**config.mk**
```make
export PLATFORM = sky130hd
export DESIGN_NAME = amof_cross
export DESIGN_NICKNAME = d
export VERILOG_FILES = /design/src/hw/rtl/amof_pkg.sv /design/src/hw/rtl/amof_cross.sv
export SDC_FILE = /design/constraint.sdc
export NUM_CORES = 2
export LEC_CHECK = 0
export BUFFER_PORTS_ARGS = -buffer_cell sky130_fd_sc_hd__buf_4
export CAP_MARGIN = 0
export CORE_MARGIN = 4
export CORE_UTILIZATION = 36
export DETAILED_ROUTE_END_ITERATION = 10
export PLACE_DENSITY = 0.59
export SLEW_MARGIN = 20
export SYNTH_ARGS = -nofsm -noshare
export SYNTH_HDL_FRONTEND = slang
export SYNTH_SLANG_ARGS = --single-unit
```
**constraint.sdc**
```tcl
create_clock -name clk -period 18.1 [get_ports clk]
set_clock_uncertainty 0.05 [all_clocks]
set_input_delay 3.62 -clock clk [delete_from_list [all_inputs] [get_ports clk]]
set_output_delay 3.62 -clock clk [all_outputs]
set_load 0.005 [all_outputs]
```
**src/hw/rtl/amof_pkg.sv**
```systemverilog
// Shared widths, defaults and payload types of the orientation frame unit.
`timescale 1ns / 1ps

package amof_pkg;

    localparam int SAMPLE_W          = 16;
    localparam int SUM_W             = 32;
    localparam int ROOT_W            = 31;
    localparam int FRACTION_BITS_DEF = 14;

    typedef struct packed {
        logic signed [SAMPLE_W-1:0] accel_x;
        logic signed [SAMPLE_W-1:0] accel_y;
        logic signed [SAMPLE_W-1:0] accel_z;
        logic signed [SAMPLE_W-1:0] mag_x;
        logic signed [SAMPLE_W-1:0] mag_y;
        logic signed [SAMPLE_W-1:0] mag_z;
    } sample_t;

    typedef struct packed {
        logic signed [SAMPLE_W-1:0] east_x;
        logic signed [SAMPLE_W-1:0] east_y;
        logic signed [SAMPLE_W-1:0] east_z;
        logic signed [SAMPLE_W-1:0] north_x;
        logic signed [SAMPLE_W-1:0] north_y;
        logic signed [SAMPLE_W-1:0] north_z;
        logic signed [SAMPLE_W-1:0] down_x;
        logic signed [SAMPLE_W-1:0] down_y;
        logic signed [SAMPLE_W-1:0] down_z;
        logic                       zero_vector;
    } frame_t;

endpackage

```
**src/hw/rtl/amof_cross.sv**
```systemverilog
// Two-stage fixed-point cross product: products, then difference with rounding.
`timescale 1ns / 1ps

module amof_cross #(
    parameter int PW = 16,
    parameter int QW = 16,
    parameter int F  = amof_pkg::FRACTION_BITS_DEF,
    parameter int OW = PW + QW + 2 - F,
    parameter int SW = 1
) (
    input  logic                 clk,
    input  logic                 en,
    input  logic signed [PW-1:0] p [3],
    input  logic signed [QW-1:0] q [3],
    input  logic [SW-1:0]        sb_in,
    output logic signed [OW-1:0] r [3],
    output logic [SW-1:0]        sb_out
);

    localparam int PRW = PW + QW;
    localparam int DFW = PRW + 1;
    localparam logic [PRW+1:0] HALF = (PRW+2)'(1) << (F - 1);

    logic signed [PRW-1:0] pos_reg [3];
    logic signed [PRW-1:0] neg_reg [3];
    logic [SW-1:0]         sb0_reg;
    logic signed [OW-1:0]  r_reg   [3];
    logic [SW-1:0]         sb1_reg;

    logic signed [PRW-1:0] pos_next [3];
    logic signed [PRW-1:0] neg_next [3];
    logic signed [DFW-1:0] d        [3];
    logic [PRW+1:0]        t        [3];

    always_comb
    begin
        pos_next[0] = p[1] * q[2];
        neg_next[0] = p[2] * q[1];
        pos_next[1] = p[2] * q[0];
        neg_next[1] = p[0] * q[2];
        pos_next[2] = p[0] * q[1];
        neg_next[2] = p[1] * q[0];
    end

    // half away from zero: add half, less one when negative, then floor
    always_comb
    begin
        for (int i = 0; i < 3; i++)
        begin
            d[i] = DFW'(pos_reg[i]) - DFW'(neg_reg[i]);
            t[i] = {d[i][DFW-1], d[i]} + HALF - {{(DFW){1'b0}}, d[i][DFW-1]};
        end
    end

    always_ff @(posedge clk)
    begin
        if (en)
        begin
            pos_reg <= pos_next;
            neg_reg <= neg_next;
            sb0_reg <= sb_in;
            for (int i = 0; i < 3; i++)
            begin
                r_reg[i] <= $signed(t[i][PRW+1:F]);
            end
            sb1_reg <= sb0_reg;
        end
    end

    assign r      = r_reg;
    assign sb_out = sb1_reg;

endmodule

```
==> reports/qor.yml <==
critPathRequiredTime_ns: 18.40
path_cells: "buf_4 -> inv_1 -> buf_4 -> nor2_1 -> fa_1 -> fa_1 -> fa_1 -> fa_1 -> fa_1 -> inv_1 -> fa_1 -> inv_1 -> ha_1 -> and3_1 -> a221o_1 -> and2_1 -> nor2_1 -> o31ai_1 -> a41oi_1 -> a21oi_1 -> a41o_1 -> a21oi_1 -> xnor2_1"
cts_made_buffers: 35
finalHoldViolCount: 0
cp.arrival_ns: 10.22
yosysTopAreaCellShare_pct: 41.9
fp.dieW_um: 465
synthDistinctLibCells: 88
rows: 167
root_buffer: "clkbuf_16"
grt_max_degree: 88
clock_path_buffers: 3
utilization_pct: 38.6
ant_nets: 0
synth_edf_count: 254
syn-num-nets: 10400
cts-hold-fix-buffers: 0
syn_area_per_cell_um2: 9.34
drc: 0
end_kind: "flip-flop"
syn_inst: 8061
place.gp.congestion: 0.845
worstSetupPathType: "in -> reg"
vias: 52900
synth_top_area_cell: "fa_1"
clk_latency_ns: 0.61
fill_cells: 20800
slew_headroom_pct: 29.0
grt_pass1_wl_um: 319000
outcome: "completed"
fmax_mhz: 101
coreArea_um2: 207000
synthTopCellsByArea: "fa_1 (42%), ha_1 (11%), edfxtp_1 (10%)"
crit_path_frequent_cell: "fa_1"
period_share_pct: 54.8
totalWireLength_um: 194000
post-cts-setup-buffers: 0
via_per_inst: 4.90
clock_sinks: 254
area_growth_pct: 6.41
syn_area_um2: 75300
cap_violations: 0
rsz0062_at_grt: "no"
dr.pass1.iters: 6
critical-path-max-stage-delay_ns: 0.53
worst_pin_slew_ns: 1.06
drtIter0Drc: 2804
die_h_um: 465
wl_per_cell_um: 18.0
cts_tree: "built"
grt_overflow: 0
setup_tns_ns: 0
cp-start-kind: "input pin"
maxSlewViolCount: 0
cts_resized: 0
synth.most_common_cell: "inv_1"
cts_max_level: 2
ios: 160
ys.flop_type: "edfxtp_1"
ys_async_sr_fraction_pct: 0
synth-seq-cells: 254
die-area_um2: 217000
hold_path_class: "reg -> reg"
hpwl_um: 156000
synth_commonest_cells: "inv_1 (1981), fa_1 (1575), nand2_1 (796)"
ff2ff_setup_slack_ns: 12.40
antenna_found_initial: 33
clk_pin_slew_worst_paths_ns: 0.05
cp_top_family: "adder cells"
finalNetCount: 10300
ys_warn_count: 0
slowest_stage: "fa_1"
min_period_ns: 9.93
numPortBuffers: 159
grt.total_usage_pct: 18.5
seq_area_frac_synth_pct: 10.1
grt_pass1_vias: 58200
floorplan.initialDensity_pct: 36.3
setup_viol: 0
layout-drive-gt1-share_pct: 3.41
path_buf_inv: 5
crit_path_max_fanout: 18
==> worst register-to-register path: stages, from the launching register on <==
cell and delay (ns):
edfxtp_1 0.36, inv_1 0.06, ha_1 0.20, inv_1 0.07, fa_1 0.42, a211oi_1 0.26
nor2_1 0.10, o21a_1 0.17, nor2_1 0.17, o21bai_1 0.09, a21oi_1 0.23, o21bai_1 0.09
a21oi_1 0.18, xnor2_1 0.17, inv_1 0.07, ha_1 0.31, a21o_1 0.17, a21o_1 0.16
a21oi_1 0.15, o21ai_1 0.11, or4_1 0.51, o221ai_1 0.44, a31oi_1 0.20, nand3_1 0.18
a211o_1 0.19, a41oi_2 0.14, xor2_1 0.17
==> cell usage in the layout, fill, tap and decap left out, drive strengths merged, types with 13 or more instances in the layout <==
cell	n
clkbuf	41
o21ai	125
ha	682
o31ai	16
nand4	28
nand2b	61
or3	20
o211ai	13
nor2b	42
and2	756
o21bai	53
nor2	222
nand3	54
inv	1990
or2	16
a31oi	22
and3	29
edfxtp	254
fa	1575
buf	170
a21o	152
nor3	50
xnor2	265
nand2	798
a21oi	250
diode	21
xor2	91
a211oi	21
o21a	35
==> logic make-up (layout without fill, tap and decap cells) <==
family | after synthesis | in the layout | share of synthesized area, %
adder cells (fa/ha/maj) | 2257 | 2257 | 53.2
multiplexers | 7 | 7 | 0.0964
XOR/XNOR | 356 | 356 | 4.14
buffers and inverters | 2280 | 2214 | 11.4
AND/OR/NAND/NOR | 2108 | 2108 | 14.1
AO/OA/AOI/OAI | 799 | 799 | 7.01
other | 0 | 21 | 0
flip-flops | 254 | 254 | 10.1
==> path summary, 6_finish.rpt <==
path / start / to / depth (start not counted)
min: sb0_reg / sb_out / 0
max: q[15] / neg_reg[62] / 23
min reg2reg: sb0_reg / sb_out / 0
max reg2reg: pos_reg[32] / r[38] / 26
==> cell type report <==
| type | instances | area [um^2] | area share (%) |
|---|---|---|---|
| antenna | 21 | 52.6 | 0.0656 |
| inverter | 1983 | 7440 | 9.29 |
| sequential | 254 | 7630 | 9.52 |
| tap | 2788 | 3490 | 4.35 |
| timing repair buffer | 170 | 1280 | 1.60 |
| multi-input combinational | 5527 | 59100 | 73.8 |
| clock inverter | 20 | 219 | 0.273 |
| clock buffer | 41 | 898 | 1.12 |
==> metal layers <==
layer | share of wire (%) | up-vias | GRT usage, %
li1 | - | 24100 | -
met1 | 42 | 27500 | 23.8
met2 | 49 | 1107 | 31.8
met3 | 5.1 | 233 | 2.79
met4 | 3.8 | 22 | 6.49
met5 | 0.074 | - | 0
==> stage by stage <==
step	cells	worst slack (ns)	hold WS (ns)	cell area (um^2)
CTS	10800	8.27	0.369	80100
finish	10800	8.17	0.368	80100
global route	10800	7.86	0.371	80100
floorplan	8061	8.41	0.350	75300
global placement	10700	7.69	0.351	79000
detailed placement	10700	7.62	0.355	79000
Power is not shown: default switching activity piles up to over one toggle a cycle in this logic, so the estimate is an artifact.
