File: src/hw/rtl/amof_pkg.sv
// Shared widths, defaults and payload types of the orientation frame unit.
`timescale 1ns / 1ps

package amof_pkg;

    localparam int SAMPLE_W          = 16;
    localparam int SUM_W             = 32;
    localparam int ROOT_W            = 31;
    localparam int FRACTION_BITS_DEF = 14;

    typedef struct packed {
        logic signed [SAMPLE_W-1:0] accel_x;
        logic signed [SAMPLE_W-1:0] accel_y;
        logic signed [SAMPLE_W-1:0] accel_z;
        logic signed [SAMPLE_W-1:0] mag_x;
        logic signed [SAMPLE_W-1:0] mag_y;
        logic signed [SAMPLE_W-1:0] mag_z;
    } sample_t;

    typedef struct packed {
        logic signed [SAMPLE_W-1:0] east_x;
        logic signed [SAMPLE_W-1:0] east_y;
        logic signed [SAMPLE_W-1:0] east_z;
        logic signed [SAMPLE_W-1:0] north_x;
        logic signed [SAMPLE_W-1:0] north_y;
        logic signed [SAMPLE_W-1:0] north_z;
        logic signed [SAMPLE_W-1:0] down_x;
        logic signed [SAMPLE_W-1:0] down_y;
        logic signed [SAMPLE_W-1:0] down_z;
        logic                       zero_vector;
    } frame_t;

endpackage

File: src/hw/rtl/amof_sqrt.sv
// Pipelined integer square root, one root bit per stage, with sideband.
`timescale 1ns / 1ps

module amof_sqrt #(
    parameter int RW = amof_pkg::ROOT_W,
    parameter int SW = 1
) (
    input  logic            clk,
    input  logic            en,
    input  logic [2*RW-1:0] radicand,
    input  logic [SW-1:0]   sb_in,
    output logic [RW-1:0]   root,
    output logic [SW-1:0]   sb_out
);

    logic [RW:0]     rem_reg  [RW];
    logic [RW-1:0]   root_reg [RW];
    logic [2*RW-1:0] x_reg    [RW];
    logic [SW-1:0]   sb_reg   [RW];

    for (genvar k = 0; k < RW; k++) begin : g_stage
        logic [RW:0]     rem_in;
        logic [RW-1:0]   root_in;
        logic [2*RW-1:0] x_in;
        logic [SW-1:0]   sbk_in;
        logic [RW+2:0]   cur;
        logic [RW+2:0]   trial;
        logic [RW+2:0]   diff;
        logic            ge;

        if (k == 0) begin : g_first
            assign rem_in  = '0;
            assign root_in = '0;
            assign x_in    = radicand;
            assign sbk_in  = sb_in;
        end
        else begin : g_rest
            assign rem_in  = rem_reg[k-1];
            assign root_in = root_reg[k-1];
            assign x_in    = x_reg[k-1];
            assign sbk_in  = sb_reg[k-1];
        end

        // bring down the next bit pair and try root*4+1
        assign cur   = {rem_in, x_in[2*RW-1 -: 2]};
        assign trial = {1'b0, root_in, 2'b01};
        assign diff  = cur - trial;
        assign ge    = (cur >= trial);

        always_ff @(posedge clk)
        begin
            if (en)
            begin
                rem_reg[k]  <= ge ? diff[RW:0] : cur[RW:0];
                root_reg[k] <= {root_in[RW-2:0], ge};
                x_reg[k]    <= {x_in[2*RW-3:0], 2'b00};
                sb_reg[k]   <= sbk_in;
            end
        end
    end

    assign root   = root_reg[RW-1];
    assign sb_out = sb_reg[RW-1];

endmodule

File: config.mk
export PLATFORM = sky130hd
export DESIGN_NAME = amof_sqrt
export DESIGN_NICKNAME = d
export VERILOG_FILES = /design/src/hw/rtl/amof_pkg.sv /design/src/hw/rtl/amof_sqrt.sv
export SDC_FILE = /design/constraint.sdc
export NUM_CORES = 2
export LEC_CHECK = 0
export ABC_AREA = 0
export BUFFER_PORTS_ARGS = -buffer_cell sky130_fd_sc_hd__buf_2
export CAP_MARGIN = 5
export CELL_PAD_IN_SITES_DETAIL_PLACEMENT = 1
export CELL_PAD_IN_SITES_GLOBAL_PLACEMENT = 2
export CORE_UTILIZATION = 36
export CTS_CLUSTER_SIZE = 25
export DETAILED_ROUTE_END_ITERATION = 8
export GPL_TIMING_DRIVEN = 0
export PLACE_DENSITY = 0.77
export SYNTH_ARGS = -nofsm -noshare
export SYNTH_HDL_FRONTEND = slang
export SYNTH_SLANG_ARGS = --single-unit
File: constraint.sdc
create_clock -name clk -period 3 [get_ports clk]
set_clock_uncertainty 0.05 [all_clocks]
set_input_delay 0.3 -clock clk [delete_from_list [all_inputs] [get_ports clk]]
set_output_delay 0.3 -clock clk [all_outputs]
set_load 0.1 [all_outputs]
==> flow_summary.ini <==
[logic_synthesis]
synthesis.nets = 9039
yosys_warnings = 0
synth_seq_area_share = 0.650
synthCells = 8446
synth_top_area_share = 0.650
synth_edf_count = 2371
ys.flop_type = edfxtp_1
async_flop_share = 0
postSynthAreaPerCell_um2 = 13.0
synth.distinct_cells = 99
netlist_area_um2 = 110000
synthTopCellsByArea = edfxtp_1 (65%), ha_1 (6.0%), xnor2_1 (3.1%)
ys_ff_latch = 2371
synth_top_area_cell = edfxtp_1

[critical_path]
worstSetupPathType = reg -> reg
worst-endpoint-arrival_ps = 3980
r2r-end = rem_reg[7][30]
cp-end-kind = flip-flop
rrSetupSlack_ps = -390
worstPathMaxFanout = 5
critPathLaunchType = flip-flop
timing.rr.start = rem_reg[6][44]
crit_required_ps = 3600
r2r_cells = 12

[grt]
antenna_found_initial = 4
overflow = 0
grt_start_max_net_pins = 174
grt_pass1_wl_mm = 434
grt_use_total = 0.179
grt_pass1_vias = 75700

[floorplan]
num_rows = 202
dieHeight_um = 554
die_x_um = 554
core-area_um2 = 303000
die_area_um2 = 307000
io_pins = 97
start_util = 0.362

[detailed_routing]
ant_nets = 0
wire_per_inst_um = 20.8
first_pass_iters = 5
via_count = 71500
drtIter0Drc = 3796
routed_wirelength_mm = 291
via_per_inst = 5.12
drc = 0

[worst_hold_path]
hold_class = in -> reg
holdCritStartpoint = en
min_path_cells = 2
min_to = x_reg[0][891]

[sta]
setup_ws_ps = -386
period_share = 1.13
final-setup-viol-count = 410
fmax_mhz = 295
rsz0062_at_grt = true
min_period_ps = 3390
finalHoldViolCount = 5
whs_ps = -48.1
tightest_slew_ps = 1100
slew_headroom = 0.267
maxSlewViolCount = 0

[final_layout]
drive_above_1_share = 0.304
final_net_count = 10400
layout.cells.most_common = edfxtp_1
syn_to_final_growth_pct = 32.3
most-common-layout-cells = edfxtp_1 (2371), buf_4 (734), inv_1 (589)
fin_area_um2 = 145000
largest_reg_flops = 930

[placed_design]
portBuffers = 96
hpwlAfterDp_mm = 188
gp_congestion = 0.893
placed_area_um2 = 116000

[cts]
clkTransAtPathRegs_ps = 60
htreeDepth = 5
cts_sinks = 2371
insertion_delay_ps = 910
cts_buffer_depth = 4
cts_tree = yes
cts_buffers = 279
cts-root-buf = clkbuf_16

[power_and_ir_drop]
powerDensity_nw_per_um2 = 740
vdd_drop_max_uv = 504
p_leak_nw = 54.6

[run]
maxCapViolCount = 0

[outcome]
status = finished, violations left
violations = negative hold slack, negative setup slack
-- worst max-delay path: stages (launching register included) --
cell and delay, ps:
edfxtp_1 450, ha_4 320, nand2_4 50, or3_4 370, nor4_4 300, nand4_1 320, nand3b_1 230, or3_4 170
nor2_8 50, inv_8 80, nand3_4 120, or4_4 470, xnor2_2 140
-- worst max path at each step --
stage                     from              end  slack [ps]  cells past startpoint
3_5_place_dp   root_reg[11][0]  rem_reg[11][35]       -1940                     13
2_1_floorplan  rem_reg[12][34]  rem_reg[13][31]        -100                     11
5_1_grt         rem_reg[6][44]   rem_reg[7][25]        -460                     13
4_1_cts        root_reg[6][44]   rem_reg[7][30]        -400                     13
3_3_place_gp                en  rem_reg[14][42]      -36490                      1
6_report        rem_reg[6][44]   rem_reg[7][30]        -390                     12
-- where the power goes --
group          internal (W)  total, W  switching, W
Clock                0.0201    0.0340        0.0139
Combinational        0.0131    0.0282        0.0151
Sequential           0.0419    0.0450       0.00316
-- area by class of cell --
| cell class | instances | area (µm²) |
|---|---|---|
| multi-input combinational | 5239 | 45500 |
| clock buffer | 346 | 7380 |
| timing repair buffer | 1114 | 10200 |
| sequential | 2371 | 71200 |
| fill | 30100 | 158000 |
| tap | 3978 | 4980 |
| buffer | 100 | 1420 |
| clock inverter | 153 | 1730 |
| inverter | 675 | 2570 |
| antenna | 2 | 5.00 |
-- layer usage --
metal	wire, µm	global-route usage
met3	9350	0.0235
met1	115000	0.207
met4	16700	0.0958
met5	13	0
met2	150000	0.321
-- what timing repair did --
| item | in CTS | in global routing |
|---|---|---|
| hold buffers | 91 | 0 |
| resized for setup | 1685 | 963 |
| endpoints found under the setup margin | 1221 | 1239 |
| endpoints found under the hold margin | 141 | 0 |
| buffers inserted | 527 | 366 |
| gates cloned | 28 | 21 |
| pin swaps | 407 | 483 |
-- synth_stat cells (all sizes together), types with 8 or more instances --
cell / count
or3: 76
a21oi: 553
nor4: 111
o211ai: 25
o41ai: 9
nand3: 144
a221oi: 11
nor2: 577
edfxtp: 2371
a31oi: 52
nand3b: 27
a21boi: 34
nand4b: 11
and3: 46
and2: 25
nand2b: 120
a2111oi: 14
nor3b: 16
o21bai: 44
and4: 14
nor4b: 15
xor2: 363
ha: 528
a311oi: 10
or2: 39
o21a: 98
a31o: 9
a41oi: 8
o21ai: 421
inv: 673
a21o: 209
nor3: 215
mux2i: 10
clkbuf: 134
a211o: 12
o31ai: 55
nor2b: 68
mux2: 66
nand2: 559
nand4: 93
a211oi: 24
xnor2: 391
o2111ai: 15
or4: 40
buf: 29
-- kinds of logic (layout without fill, tap and decap cells) --
| family | count (synthesis) | in the layout | synth area share |
|---|---|---|---|
| compound gates | 1666 | 1667 | 0.0935 |
| xor+xnor | 754 | 754 | 0.0603 |
| fa+ha+maj | 528 | 528 | 0.0603 |
| buf+inv | 838 | 2388 | 0.0291 |
| flops | 2371 | 2371 | 0.650 |
| mux | 76 | 76 | 0.00770 |
| other cells | 1 | 3 | 0.0000342 |
| simple gates | 2212 | 2213 | 0.0993 |
-- metrics by stage --
stage,instances,setup WS [ps],setup TNS [ps],utilization,power [W]
2_1_floorplan,8446,-98.5,-607,-,0.0580
3_3_place_gp,12500,-36490,-,0.381,0.0611
3_5_place_dp,12500,-1940,-1663300,0.383,0.0647
4_1_cts,13600,-399,-79810,0.456,0.105
5_1_grt,14000,-463,-86300,0.479,0.112
6_report,14000,-386,-46090,0.479,0.107
(Power assumes the default switching activity.)
